==> src/rtl/fpra_pkg.sv <==
package fpra_pkg;

   localparam int unsigned SIZE_BITS        = 24;
   localparam int unsigned ID_BITS          = 32;
   localparam int unsigned POLICY_BITS      = 2;
   localparam int unsigned STATUS_BITS      = 3;

   localparam int unsigned DEF_FREE_ENTRIES = 32;
   localparam int unsigned DEF_LIVE_ENTRIES = 64;
   localparam int unsigned DEF_ADDR_BITS    = 24;

   localparam logic REQ_ALLOC = 1'b0;
   localparam logic REQ_FREE  = 1'b1;

   localparam logic [POLICY_BITS-1:0] POL_BEST  = 2'd1;
   localparam logic [POLICY_BITS-1:0] POL_WORST = 2'd2;

   typedef enum logic [STATUS_BITS-1:0] {
      ST_OK           = 3'd0,
      ST_FREE_FULL    = 3'd1,
      ST_LIVE_FULL    = 3'd2,
      ST_DUP_ID       = 3'd3,
      ST_UNKNOWN_ID   = 3'd4,
      ST_MEM_EXCEEDED = 3'd5
   } status_type;

   typedef enum logic [1:0] {
      FC_HOLD,
      FC_REMOVE,
      FC_INSERT,
      FC_SETSTART
   } fc_op_type;

   // per-cell view of a free list command
   typedef struct packed {
      fc_op_type op;
      logic      at;
      logic      above;
   } fc_ctl_type;

   typedef struct packed {
      logic set;
      logic clear;
   } lc_ctl_type;

endpackage

==> src/rtl/fpra_free_cell.sv <==
module fpra_free_cell #(
   parameter int unsigned ADDR_BITS = fpra_pkg::DEF_ADDR_BITS
) (
   input  logic                 clock,
   input  fpra_pkg::fc_ctl_type ctl,
   input  logic [ADDR_BITS-1:0] new_start,
   input  logic [ADDR_BITS:0]   new_end,
   input  logic [ADDR_BITS-1:0] left_start,
   input  logic [ADDR_BITS:0]   left_end,
   input  logic [ADDR_BITS-1:0] right_start,
   input  logic [ADDR_BITS:0]   right_end,
   output logic [ADDR_BITS-1:0] range_start,
   output logic [ADDR_BITS:0]   range_end
);
   import fpra_pkg::*;

   logic [ADDR_BITS-1:0] start_ff;
   logic [ADDR_BITS:0]   end_ff;

   always_ff @(posedge clock) begin
      unique case (ctl.op)
         FC_REMOVE: begin
            if (ctl.at || ctl.above) begin
               start_ff <= right_start;
               end_ff   <= right_end;
            end
         end
         FC_INSERT: begin
            if (ctl.at) begin
               start_ff <= new_start;
               end_ff   <= new_end;
            end else if (ctl.above) begin
               start_ff <= left_start;
               end_ff   <= left_end;
            end
         end
         FC_SETSTART: begin
            if (ctl.at) begin
               start_ff <= new_start;
            end
         end
         default: begin
         end
      endcase
   end

   assign range_start = start_ff;
   assign range_end   = end_ff;

endmodule

==> config.mk <==
export PLATFORM = sky130hd
export DESIGN_NAME = fpra_free_cell
export DESIGN_NICKNAME = d
export VERILOG_FILES = /design/src/rtl/fpra_pkg.sv /design/src/rtl/fpra_free_cell.sv
export SDC_FILE = /design/constraint.sdc
export NUM_CORES = 1
export LEC_CHECK = 0
export ABC_AREA = 1
export BUFFER_PORTS_ARGS = -buffer_cell sky130_fd_sc_hd__clkbuf_2
export CAP_MARGIN = 15
export CELL_PAD_IN_SITES_DETAIL_PLACEMENT = 1
export CELL_PAD_IN_SITES_GLOBAL_PLACEMENT = 2
export CORE_ASPECT_RATIO = 1.5
export CORE_MARGIN = 4
export CORE_UTILIZATION = 20
export DETAILED_ROUTE_END_ITERATION = 10
export HOLD_SLACK_MARGIN = 0.03
export PLACE_DENSITY = 0.9
export SYNTH_ARGS = -nofsm -noshare
export SYNTH_HDL_FRONTEND = slang
export SYNTH_SLANG_ARGS = --single-unit
==> constraint.sdc <==
create_clock -name clock -period 3.25 [get_ports clock]
set_input_delay 0.65 -clock clock [delete_from_list [all_inputs] [get_ports clock]]
set_output_delay 0.65 -clock clock [all_outputs]
set_load 0.005 [all_outputs]
# Word level (Yosys, flattened, before mapping)
# Cells that the tools add are included.
# totals
out_inout_bits	49
reg_bits	49
# classes
mux	9
n_reduce_logical	5
eq_ne	6
# op_table
cell	n
$mux W24	4
$mux W25	3
$pmux W24 S3	1
$pmux W25 S2	1
$eq A2 B2 Y1 const B	2
$ne A2 B2 Y1 const B	2
$reduce_and A4 Y1	1
$ne A3 B3 Y1 const B	1
$reduce_and A3 Y1	1
$reduce_bool A3 Y1	1
$eq A2 B1 Y1 const B	1
$reduce_bool A2 Y1	1
$logic_or A1 B1 Y1	1

# Depth between registers and ports, before layout
# depth
ltp_word	3
ltp_mapped	7
ltp_nobuf	5

# Worst setup path after synthesis
# No wires, ideal clock.
# synth_timing
kind	input-to-reg
startpoint	in ctl[1] in the netlist's numbering
endpoint	reg start_ff[0], in the netlist range_start[0], enable pin
setup_ps	408
arrival_time_ps	2105
t_required_ps	2842
path_stages	4
path_slack_ps	737
path_cell_list	buf_2 inv_2 buf_2 o21ai_1
# synth_via
elab_chain_len	3
word_cells_on_any_way	5
cone_classes	eq/ne: 3; reduce/logical: 2
# synth_lines
element	line_no	rtl
start, declared	fpra_free_cell.sv:5	input fpra_pkg::fc_ctl_type ctl,
$logic_or A1 B1 Y1	fpra_free_cell.sv:23	if (ctl.at || ctl.above) begin
$ne A2 B2 Y1 (no source line)	n/a	
$reduce_and A4 Y1 (no source line) (*)	n/a	
end signal, assigned	fpra_free_cell.sv:24	start_ff <= right_start;
end signal, assigned	fpra_free_cell.sv:30	start_ff <= new_start;
end signal, assigned	fpra_free_cell.sv:33	start_ff <= left_start;
end, declared	fpra_free_cell.sv:17	logic [ADDR_BITS-1:0] start_ff;
# Every way passes the cells marked *; elsewhere a longest branch is shown, timed or not.
# A chain may end at the register's enable or synchronous reset.

# Final worst setup path
# layout_timing
startpoint	in ctl[2] in the netlist's numbering
endpoint	reg start_ff[1], in the netlist range_start[1], enable pin
# layout_via
elab_chain_len	3
word_cells_on_any_way	8
cone_classes	eq/ne: 6; reduce/logical: 2
# layout_lines
element	line_no	rtl
$eq A2 B2 Y1 / $eq A2 B1 Y1 (equally long branches)	fpra_free_cell.sv:21	unique case (ctl.op)
$ne A3 B3 Y1 (no source line), or another cell as far along	n/a	
$reduce_and A4 Y1 (no source line) (*)	n/a	
# Marked as above.

==> metrics.md <==
| Metric | Value |
|---|---|
| First-pass GRT wire length | `17.5 mm` |
| VDD IR-drop max | `0.208 mV` |
| Post-CTS setup buffers | `0` |
| Num ports | `201` |
| Clk buf depth | `2` |
| Critical path type | `in2reg` |
| Outcome | `completed` |
| Pwr Density | `399 nW/um^2` |
| Tot GR Track Use | `13.0%` |
| DR iter-0 viols | `114` |
| Vias in the first global route | `3582` |
| Synth top cells by count | `266 x nand2_1, 49 x edfxtp_1, 48 x inv_1` |
| Placer Congestion | `0.783` |
| Post-cts hold buffer count | `0` |
| Count leader, synth | `nand2_1` |
| Synthesis-stage register bit count | `49` |
| Worst slew pin tran | `0.934 ns` |
| Drt via density | `4.12` |
| Initial core utilization | `20.5%` |
| Minimum clock period | `2.15 ns` |
| Distinct cells, synth | `13` |
| Number of antenna violations at the first check in global routing | `0` |
| Final ANT Viol Nets | `0` |
| Post-synthesis sequential area ratio | `49.0%` |
| DR vias | `3385` |
| Hold crit path type | `in2reg` |
| Clock transition at path regs | `0.06 ns` |
| Synthesized area per cell | `6.97 sq um` |
| Placed instance count | `813` |
| Die X | `108 microns` |
| Post-Route WL | `11.4 mm` |
| Synthesis Warnings | `0` |
| Final WS setup | `1.10 ns` |
| Critical Path AT | `2.14 ns` |
| FMAX | `0.466 GHz` |
| Area grow syn2layout | `44.0%` |
| Total Power | `1.72 mW` |
| DRC errors left | `0` |
| Clock sink count | `49` |
| CTS tree | `built` |
| Post-Syn Area | `3000 sq um` |
| Critical Path Sink | `range_start[1]` |
| HPWL Detailed | `9.62 mm` |
| Origin of the worst setup path | `ctl[2]` |
| H-tree depth | `2` |
| Max-slew violation count | `0` |
| Largest net degree at the start of global routing | `50` |
| Pre-CTS setup slack | `0.749 ns` |
| Leakage | `2.46 nW` |
| TritonRoute pass-1 iters | `4` |
| Fin nets | `776` |
| CTS buffer count | `5` |
| Gr ovfl total | `0` |
| Row count | `54` |
| Post_cts resized | `0` |
| Synth area leader | `edfxtp_1` |
| Die Y | `158 microns` |
| RSZ-0062 raised after global routing | `false` |
| Net count after synthesis | `583` |
| Antenna cells | `0` |
| Share of post-route cells with drive strength above 1 | `34.9%` |
| Fin crit share | `66.1%` |
| CP Launch Type | `input pin` |
| Post-synth EDFFs | `49` |
| CP max FO | `18` |
| Relative slew margins | `37.7%` |
| CTS root buf | `clkbuf_16` |
| Core Box Area | `14700 sq um` |
| Setup TNS | `0 ns` |
| Setup violations, final | `0` |
| Post-synthesis async set-or-reset flop share | `0%` |
| Dominant synthesized flop cell | `edfxtp_1` |
| Fin cells | `821` |
| Final core occ | `29.5%` |
| Synth area leaders | `edfxtp_1 49%, nand2_1 33%, inv_1 6.0%` |
| Fin Hold WS | `0.643 ns` |
| Design Area, Final | `4330 sq um` |
| Hold Violations, Final | `0` |
| CP endpoint kind | `flip-flop` |
| Synth top area share | `49.0%` |
| Synth Instances | `431` |
| Required time worst endpoint | `3.24 ns` |
| Cell Area, Placed | `4190 sq um` |
| DR WL/cell | `13.9 microns` |
| Buffers on Ports | `200` |
| Max-cap violations | `0` |
| Die area | `17100 sq um` |
registers in the layout (all words and copies together) (netlist names):
register,flops
range_end,25
range_start,24
layout by cell type (no fill, tap or decap):
| cell | n |
|---|---|
| nand2_2 | 1 |
| buf_4 | 7 |
| nand3_1 | 25 |
| nor2_4 | 1 |
| edfxtp_1 | 49 |
| clkbuf_16 | 5 |
| inv_2 | 3 |
| o21ai_2 | 1 |
| clkinv_1 | 1 |
| o21ai_0 | 7 |
| inv_1 | 48 |
| clkbuf_2 | 200 |
| o21ai_1 | 8 |
| clkbuf_1 | 3 |
| nand2_1 | 266 |
where the power goes:
group | internal (mW) | switching [mW]
Sequential | 0.801 | 0.0284
Combinational | 0.176 | 0.222
Clock | 0.287 | 0.210
Total | 1.26 | 0.461
layout make-up:
cell class,instances,area (sq um)
Fill cell,1924,10300
Sequential cell,49,1470
Multi-Input combinational cell,309,1220
Timing Repair Buffer,207,1050
Tap cell,196,245
Inverter,52,195
Clock buffer,8,136
routing by layer:
metal  wire [microns]  vias up  GRT usage, %
li1                 -     1696             -
met4              133        0          2.89
met5                0        -             0
met2             6350      125          26.0
met3              726        7          2.65
met1             4220     1557          13.6
how the worst min path moves through the flow:
stage                     slack, ns       endpoint  depth (start not counted)           from
after detailed placement       0.93   range_end[2]                          3   right_end[2]
after CTS                      0.64   range_end[2]                          3   right_end[2]
after floorplan                0.84   range_end[0]                          2   right_end[0]
final                          0.64  range_end[21]                          3  right_end[21]
after global placement         0.92   range_end[1]                          3   right_end[1]
after global routing           0.65   range_end[4]                          3   right_end[4]
worst max-delay path, cell delays in order:
cell,delay [ns]
clkbuf_2,0.14
nand2_2,0.23
o21ai_2,0.80
buf_4,0.30
kinds of logic (layout without fill, tap and decap cells):
family                 count (synthesis)  count (layout)  share of synthesized area (%)
buffers and inverters                 73             267                           10.4
AND/OR/NAND/NOR                      293             293                           38.0
flip-flops                            49              49                           49.0
AO/OA/AOI/OAI                         16              16                           2.67
No activity file was read; power rests on OpenSTA's default activity.
