[src/rtl/fpra_pkg.sv]
package fpra_pkg;

   localparam int unsigned SIZE_BITS        = 24;
   localparam int unsigned ID_BITS          = 32;
   localparam int unsigned POLICY_BITS      = 2;
   localparam int unsigned STATUS_BITS      = 3;

   localparam int unsigned DEF_FREE_ENTRIES = 32;
   localparam int unsigned DEF_LIVE_ENTRIES = 64;
   localparam int unsigned DEF_ADDR_BITS    = 24;

   localparam logic REQ_ALLOC = 1'b0;
   localparam logic REQ_FREE  = 1'b1;

   localparam logic [POLICY_BITS-1:0] POL_BEST  = 2'd1;
   localparam logic [POLICY_BITS-1:0] POL_WORST = 2'd2;

   typedef enum logic [STATUS_BITS-1:0] {
      ST_OK           = 3'd0,
      ST_FREE_FULL    = 3'd1,
      ST_LIVE_FULL    = 3'd2,
      ST_DUP_ID       = 3'd3,
      ST_UNKNOWN_ID   = 3'd4,
      ST_MEM_EXCEEDED = 3'd5
   } status_type;

   typedef enum logic [1:0] {
      FC_HOLD,
      FC_REMOVE,
      FC_INSERT,
      FC_SETSTART
   } fc_op_type;

   // per-cell view of a free list command
   typedef struct packed {
      fc_op_type op;
      logic      at;
      logic      above;
   } fc_ctl_type;

   typedef struct packed {
      logic set;
      logic clear;
   } lc_ctl_type;

endpackage

[src/rtl/fpra_live_cell.sv]
module fpra_live_cell #(
   parameter int unsigned ADDR_BITS = fpra_pkg::DEF_ADDR_BITS
) (
   input  logic                              clock,
   input  logic                              reset,
   input  fpra_pkg::lc_ctl_type              ctl,
   input  logic [fpra_pkg::ID_BITS-1:0]      wr_id,
   input  logic [ADDR_BITS-1:0]              wr_addr,
   input  logic [fpra_pkg::ID_BITS-1:0]      cmp_id,
   output logic                              valid,
   output logic                              match,
   output logic [ADDR_BITS-1:0]              addr
);
   import fpra_pkg::*;

   logic                 valid_ff;
   logic [ID_BITS-1:0]   id_ff;
   logic [ADDR_BITS-1:0] addr_ff;

   always_ff @(posedge clock) begin
      if (reset) begin
         valid_ff <= 1'b0;
      end else if (ctl.set) begin
         valid_ff <= 1'b1;
      end else if (ctl.clear) begin
         valid_ff <= 1'b0;
      end
      if (ctl.set) begin
         id_ff   <= wr_id;
         addr_ff <= wr_addr;
      end
   end

   assign valid = valid_ff;
   assign match = valid_ff && (id_ff == cmp_id);
   assign addr  = addr_ff;

endmodule

[config.mk]
export PLATFORM = sky130hd
export DESIGN_NAME = fpra_live_cell
export DESIGN_NICKNAME = d
export VERILOG_FILES = /design/src/rtl/fpra_pkg.sv /design/src/rtl/fpra_live_cell.sv
export SDC_FILE = /design/constraint.sdc
export NUM_CORES = 1
export LEC_CHECK = 0
export ABC_AREA = 1
export BUFFER_PORTS_ARGS = -buffer_cell sky130_fd_sc_hd__clkbuf_2
export CORE_UTILIZATION = 40
export DETAILED_ROUTE_END_ITERATION = 10
export PLACE_DENSITY = 0.71
export SETUP_SLACK_MARGIN = 0.3
export SLEW_MARGIN = 5
export SYNTH_ARGS = -nofsm -noshare
export SYNTH_HDL_FRONTEND = slang
export SYNTH_SLANG_ARGS = --single-unit
[constraint.sdc]
create_clock -name clock -period 1.18 [get_ports clock]
set_input_delay 0.059 -clock clock [delete_from_list [all_inputs] [get_ports clock]]
set_output_delay 0.059 -clock clock [all_outputs]
set_load 0.03 [all_outputs]
=== Word level (Yosys, flattened, before mapping) ===
Cells that the tools add are included.

* Word-level logic and storage cells: 8
* Input port bits: 92
* Register bits after elaboration: 57

* Reductions and logical operators: 2
* Equal/unequal tests: 1
* Multiplexer cells: 2

{| class="wikitable"
|+ Operators with widths
! operator !! count
|-
| 32-bit equality test || 1
|-
| 1-bit two-way mux || 2
|-
| 2-bit nonzero test || 1
|-
| 1-bit logical AND || 1
|}

=== Longest topological paths before layout ===
Gate-level depths: netlist of run 1.

* Depth after elaboration: 2
* Gate-level depth with buffers: 8
* Gate-level depth less buffers: 8

=== Worst setup path after synthesis of run 1 ===
OpenSTA, ideal clock, no wires.

* Path kind: register -> output
* From: register valid_ff (netlist: valid)
* To: output port match
* Arrival time: 1298 ps
* Setup slack: -177 ps
* Data required time: 1121 ps
* Cell stages (with the launch flop): 6
* Buffers on the path: 0
* Cell sequence: dfxtp_1 > o21a_1 > nand3_1 > nor2_1 > nand3_1 > nor2_1

* Longest elaborated chain between the ends: 1

{| class="wikitable"
|+ RTL lines
! element !! RTL line !! text
|-
| start, declared || fpra_live_cell.sv:16 || <nowiki>logic valid_ff;</nowiki>
|-
| start signal, assigned || fpra_live_cell.sv:22 || <nowiki>valid_ff <= 1'b0;</nowiki>
|-
| start signal, assigned || fpra_live_cell.sv:24 || <nowiki>valid_ff <= 1'b1;</nowiki>
|-
| start signal, assigned || fpra_live_cell.sv:26 || <nowiki>valid_ff <= 1'b0;</nowiki>
|-
| 1-bit logical AND || fpra_live_cell.sv:35 || <nowiki>assign match = valid_ff && (id_ff == cmp_id);</nowiki>
|-
| end, declared || fpra_live_cell.sv:11 || <nowiki>output logic match,</nowiki>
|}

Every way passes these cells.

=== Worst setup path in the final report of run 1 ===
* From: register id_ff[15]
* To: output port match

* Longest elaborated chain between the ends: 2

{| class="wikitable"
|+ RTL lines
! element !! RTL line !! text
|-
| start, declared || fpra_live_cell.sv:17 || <nowiki>logic [ID_BITS-1:0] id_ff;</nowiki>
|-
| start signal, assigned || fpra_live_cell.sv:29 || <nowiki>id_ff <= wr_id;</nowiki>
|-
| 32-bit equality test || fpra_live_cell.sv:35 ||
|-
| 1-bit logical AND || fpra_live_cell.sv:35 ||
|}

Every way passes these cells.

==> metrics.md, run 1 <==
| Metric | Value |
|---|---|
| Maximum number of pins on one net before global-route repair | 38 |
| RSZ-0062 raised after global routing | true |
| Total grt overflow | 0 |
| Initial drt markers | between 80 and 90 |
| Max-cap violations | 0 |
| Die Wd | 78.0 um |
| Port-buffer cells | roughly 120 |
| Drt drc | 0 |
| Synth top area cells | edfxtp_1, nand2_1, inv_1, nor2_1, xnor2_1 |
| Initial Util | 41.7% |
| Post-detail-place hpwl | 3550 um |
| Static Leakage | 1.93 nW |
| Synth area leader | edfxtp_1 |
| Worst reg2reg startpoint | valid$_SDFFE_PP0P_ |
| Setup CP Type | reg2out |
| Pre-Repair DR Iteration Count | 4 |
| Post-route insts no fill | about 460 |
| I/O Pins | roughly 120 |
| Critical Path Sink | match |
| Area post-placement | just over 3000 um^2 |
| Hold Path Class | in2reg |
| Final Skew | 0 ns |
| Critical Path Sink Type | output pin |
| Final nets | 479 |
| Core Area | 5540 um^2 |
| FP Rows | 27 |
| Mapped cell area | 2310 um^2 |
| CP arrival | roughly 1.6 ns |
| Relative slew slack | 81.8% |
| Critical path fanouts, max | 2 |
| WL final | about 7300 um |
| Routed vias/inst | 4.54 |
| Die footprint | 6090 um^2 |
| Setup crit start | id_ff[15]$_DFFE_PP_ |
| Clock Latency Late Sink | 0.33 ns |
| Routed Antenna Nets | 0 |
| Inst Count DP | between 300 and 400 |
| Reg-to-reg endpoint | valid$_SDFFE_PP0P_ |
| Global-route wire length before repair | 10300 um |
| Vias in the first global route | 2182 |
| CTS Buf Count | 9 |
| Area Growth Syn to Fin | 75.7% |
| Crit path launch type | register |
| Root Driver | clkbuf_8 |
| Worst-path clk slew | ~0.07 ns |
| Fin Hold WS | about 0.033 ns |
| Vias | 2102 |
| RD Place Congestion | 0.797 |
| Total GRT Usage | 23.9% |
| Mapped Cells | 200 |
| R2R cell count | 2 |
| Worst R2R Setup Slack | 0.49 ns |
| Sequential fraction of the synthesis area | 73.6% |
| CP Data Required Time | 1.12 ns |
| #FFs+latches synth | 57 |
| Failing checks | negative setup slack |
| YS warnings | 0 |
| Post-synth top area share | 72.7% |
| Syn nets | approximately 300 |
| Clk sinks | 57 |
| Antenna violations before repair | 0 |
| Fin crit period | 1.67 ns |
| Pwr/cell area | 1280 nW/um^2 |
| Die height | 78.0 um |
| Final worst-path cycle share | 142% |
| TritonCTS clock tree | yes |
| Slew Limit Fails | 0 |
| Routed len/inst | about 16 um |
| Final TNS setup | -0.490 ns |
| Ant. Diodes | 0 |
| Fmax | 599 MHz |
| Final worst slack | -0.490 ns |
| Post-route cell area | between 4000 and 5000 um^2 |
| Final setup violation count | 1 |
| H-tree levels | 3 |
| Final hold viol count | 0 |
| Placement Setup Slack | -0.160 ns |
| Share of cells above drive strength 1 | 36.6% |
| Avg Cell Area, Syn | between 10 and 15 um^2 |
| Peak VDD IR | 1340 uV |
| Cell variety after synth | 15 |
| Clock buffer depth | 2 |
| Measured slew at the worst slew-check pin | around 0.27 ns |
| Status | finished with violations |
-- cells in the mapped netlist --
cell type / n
xnor2_1: 4
nor2_1: 17
or2_0: 2
o211ai_1: 1
nor3_4: 1
nand3_1: 3
dfxtp_1: 1
xor2_1: 3
inv_1: 41
o21a_1: 1
a21oi_1: 1
o21ai_1: 3
o21ai_0: 4
nand2_1: 62
edfxtp_1: 56
-- report_power, final --
group | leakage (nW) | switching (W) | internal (W) | total [W]
clock | 0.0925 | 0.000831 | 0.000952 | 0.00178
sequential | 0.557 | 0.0000970 | 0.00240 | 0.00250
combinational | 1.28 | 0.000437 | 0.000493 | 0.000930
total | 1.93 | 0.00137 | 0.00385 | 0.00522
-- cell type report --
type                            instances  area [um^2]
Multi-Input combinational cell        102          485
Clock buffer                            9          124
Clock inverter                          6         60.1
Fill cell                             340         1480
Tap cell                               72         90.1
Inverter                               41          154
Timing Repair Buffer                  176         1440
Sequential cell                        57         1710
-- worst min-delay path by stage --
stage            from                  to  slack (ns)  depth (start not counted)
5_1_grt        ctl[0]  valid$_SDFFE_PP0P_        0.03                          4
3_3_place_gp    reset  valid$_SDFFE_PP0P_        0.21                          2
2_1_floorplan   reset  valid$_SDFFE_PP0P_        0.12                          1
4_1_cts        ctl[0]  valid$_SDFFE_PP0P_        0.02                          4
6_report       ctl[0]  valid$_SDFFE_PP0P_        0.03                          4
3_5_place_dp    reset  valid$_SDFFE_PP0P_        0.23                          2
-- per-layer routing --
layer	GRT usage (%)	up-vias	part of all wire (%)
met3	8.84	23	10
met4	11.5	0	2.7
met1	24.6	949	35
met2	42.9	119	52
met5	0	-	0
li1	-	1011	-
-- state kept, by name (all words and copies together), names as in the netlist --
signal / flops
valid: 1
addr: 24
id_ff: 32
-- metrics by stage --
step / utilization (%) / total power, W
2_1_floorplan: - / 0.00280
3_3_place_gp: 54.6 / 0.00309
3_5_place_dp: 54.6 / 0.00310
4_1_cts: 72.4 / 0.00506
5_1_grt: 73.3 / 0.00538
6_report: 73.3 / 0.00522
-- what timing repair did --
item                                    in CTS  in global routing
buffers inserted                             0                  0
endpoints found under the setup margin      26                 26
endpoints found under the hold margin       57                  0
pin swaps                                    1                  6
hold buffers                                57                  0
gates resized for setup                     53                 37
-- logic make-up (layout without fill, tap and decap cells) --
group / count (synthesis) / in the layout / synth area share (%)
AOI/OAI and AO/OA: 10 / 10 / 2.38
xor gates and xnor gates: 7 / 7 / 2.65
buffers and inverters: 41 / 232 / 6.66
DFF: 57 / 57 / 73.6
and+or+nand+nor: 85 / 85 / 14.7
-- critical path, cell delays in order, from the launching register on --
cell      delay [ns]
edfxtp_1        0.43
inv_2           0.12
o21ai_2         0.06
nor2_1          0.11
nand2_1         0.07
nor2_1          0.13
nand3_2         0.11
nor2_4          0.11
buf_8           0.13
-- cell usage in the layout, fill, tap and decap left out, types with 4 or more instances in the layout --
cell type,Yosys,routed
nand2_1,62,62
nor2_1,17,13
o21ai_1,3,5
clkbuf_8,0,9
clkbuf_2,0,91
inv_1,41,40
buf_8,0,26
edfxtp_1,56,56
xnor2_1,4,4
dlygate4sd3_1,0,57
(Power assumes the default switching activity.)
==> inputs of run 2 (changes only) <==
==> constraint.sdc (replaced) <==
create_clock -name clock -period 1.18 [get_ports clock]
set_input_delay 0.236 -clock clock [delete_from_list [all_inputs] [get_ports clock]]
set_output_delay 0.236 -clock clock [all_outputs]
set_load 0.03 [all_outputs]
==> metrics.md, run 2 (synthesis results as in run 1) <==
| Metric | Value |
|---|---|
| Status | finished with violations |
| Failing checks | negative setup slack |
| Final worst-path cycle share | 150% |
| Setup crit start | id_ff[31]$_DFFE_PP_ |
| Commonest cells after routing, fill and taps aside | clkbuf_2, nand2_1, edfxtp_1 |
| Number of flip-flops in the largest register | 32 |
| Peak VDD IR | 1510 uV |
| CP arrival | 1.54 ns |
| Core Area | 5540 um^2 |
| Post-detail-place hpwl | 3530 um |
| WL final | 4920 um |
| Measured slew at the worst slew-check pin | 0.256 ns |
| Worst reg2reg startpoint | valid$_SDFFE_PP0P_ |
| Die footprint | 6090 um^2 |
| Vias in the first global route | between 1500 and 2000 |
| Reg-to-reg endpoint | valid$_SDFFE_PP0P_ |
| Critical Path Sink | match |
| Die height | 78.0 um |
| Largest Register | id_ff |
| Layout fillers | around 430 |
| Ant. Diodes | 0 |
| Critical path fanouts, max | 2 |
| Post-layout util | 63.7% |
| Max-cap violations | 0 |
| Worst R2R Setup Slack | between 0.4 and 0.5 ns |
| RD Place Congestion | between 0.7 and 0.8 |
| Pwr/cell area | about 1500 nW/um^2 |
| Routed vias/inst | between 4 and 5 |
| Final Skew | 0 ns |
| Clock Latency Late Sink | roughly 0.32 ns |
| Worst-path clk slew | 0.06 ns |
| Routed Antenna Nets | 0 |
| Area Growth Syn to Fin | 52.6% |
| Relative slew slack | 82.9% |
| Total grt overflow | 0 |
| Fmax | about 560 MHz |
| Seq. cell area | 1700 um^2 |
| Die Wd | around 78 um |
| Initial Util | 41.7% |
| Fin crit period | approximately 1.8 ns |
| Vias | 1751 |
| CP Data Required Time | between 0.9 and 1 ns |
| TritonCTS clock tree | yes |
| CTS Buf Count | 9 |
| Antenna violations before repair | 0 |
| Critical Path Sink Type | output pin |
| Commonest non-fill, non-tap cell in the layout | clkbuf_2 |
| Root Driver | clkbuf_8 |
| Crit path launch type | register |
| Final hold viol count | 0 |
| Final setup violation count | 1 |
| I/O Pins | 118 |
| H-tree levels | 3 |
| Clk sinks | 57 |
| Worst path slowest cell | edfxtp_1 |
| Drt drc | 0 |
| Final worst slack | -0.595 ns |
| Share of cells above drive strength 1 | 41.7% |
| Initial drt markers | 36 |
| Slew Limit Fails | 0 |
| Fin Hold WS | 0.0540 ns |
| Global-route wire length before repair | between 7000 and 8000 um |
| FP Rows | 27 |
| Clock buffer depth | 2 |
| Area of the multi-input gates | 479 um^2 |
| Total GRT Usage | 17.5% |
| Port-buffer cells | 117 |
| R2R cell count | 3 |
| Static Leakage | 1.71 nW |
| Routed len/inst | 12.0 um |
| Maximum number of pins on one net before global-route repair | 38 |
| Worst path max stage delay | 0.39 ns |
| Worst path cell trace | nand2_1 > o21ai_1 > or2_0 > nor2_1 > nand3_1 > nor2_4 > buf_8 |
| Post-CTS Hold Buffers | 0 |
| RSZ-0062 raised after global routing | true |
| Final nets | 425 |
| Hold Path Class | in2reg |
| Setup CP Type | reg2out |
| Pre-Repair DR Iteration Count | 4 |
==> run 2: final cells by class <==
type | instances | area share (%)
flip-flops and latches | 57 | 48.3
inverters | 41 | 4.36
well taps | 72 | 2.55
clock buffers | 12 | 3.83
multi-input cells | 102 | 13.6
clock inverters | 4 | 1.91
repair buffers | 122 | 25.5
==> run 2: worst min path at each step <==
stage	depth (start not counted)	slack, ns	start	endpoint
after floorplan	1	0.30	reset	valid$_SDFFE_PP0P_
after global placement	2	0.39	reset	valid$_SDFFE_PP0P_
after detailed placement	2	0.39	reset	valid$_SDFFE_PP0P_
after CTS	2	0.04	reset	valid$_SDFFE_PP0P_
after global routing	2	0.05	reset	valid$_SDFFE_PP0P_
final	2	0.05	reset	valid$_SDFFE_PP0P_
==> run 2: metal layers <==
metal / vias up / global-route usage [%] / wire length [um]
met5: - / 0 / 0
met4: 0 / 8.52 / 77
met3: 9 / 9.77 / 568
met2: 84 / 31.5 / 2520
met1: 756 / 15.7 / 1750
li1: 902 / - / -
==> run 2: through the flow <==
step	area, um^2	setup TNS [ns]	setup WS, ns	total power [W]	cells
finish	3530	-0.595	-0.595	0.00513	410
global route	3530	-0.700	-0.699	0.00532	410
CTS	3490	-0.623	-0.623	0.00511	410
detailed placement	3040	-0.358	-0.358	0.00311	393
global placement	3040	-0.336	-0.336	0.00309	393
floorplan	2320	-0.100	-0.100	0.00280	200
==> run 2: repair_timing <==
action	CTS	global route
pin swaps	5	6
endpoints found under the hold margin	0	0
endpoints found under the setup margin	26	26
buffers inserted	1	0
resized for setup	55	30
==> run 2: worst max-delay path: cells and delay by family (launching register included) <==
| family | cells | cell delay (ns) |
|---|---|---|
| AO/OA/AOI/OAI | 1 | 0.05 |
| flip-flops | 1 | 0.39 |
| buffers and inverters | 1 | 0.13 |
| AND/OR/NAND/NOR | 5 | 0.65 |
==> run 2: power breakdown <==
group          internal, W  total, W  leakage [nW]  switching (W)
clock network      0.00118   0.00190        0.0997       0.000719
logic             0.000378  0.000748          1.05       0.000370
registers          0.00241   0.00249         0.557      0.0000807
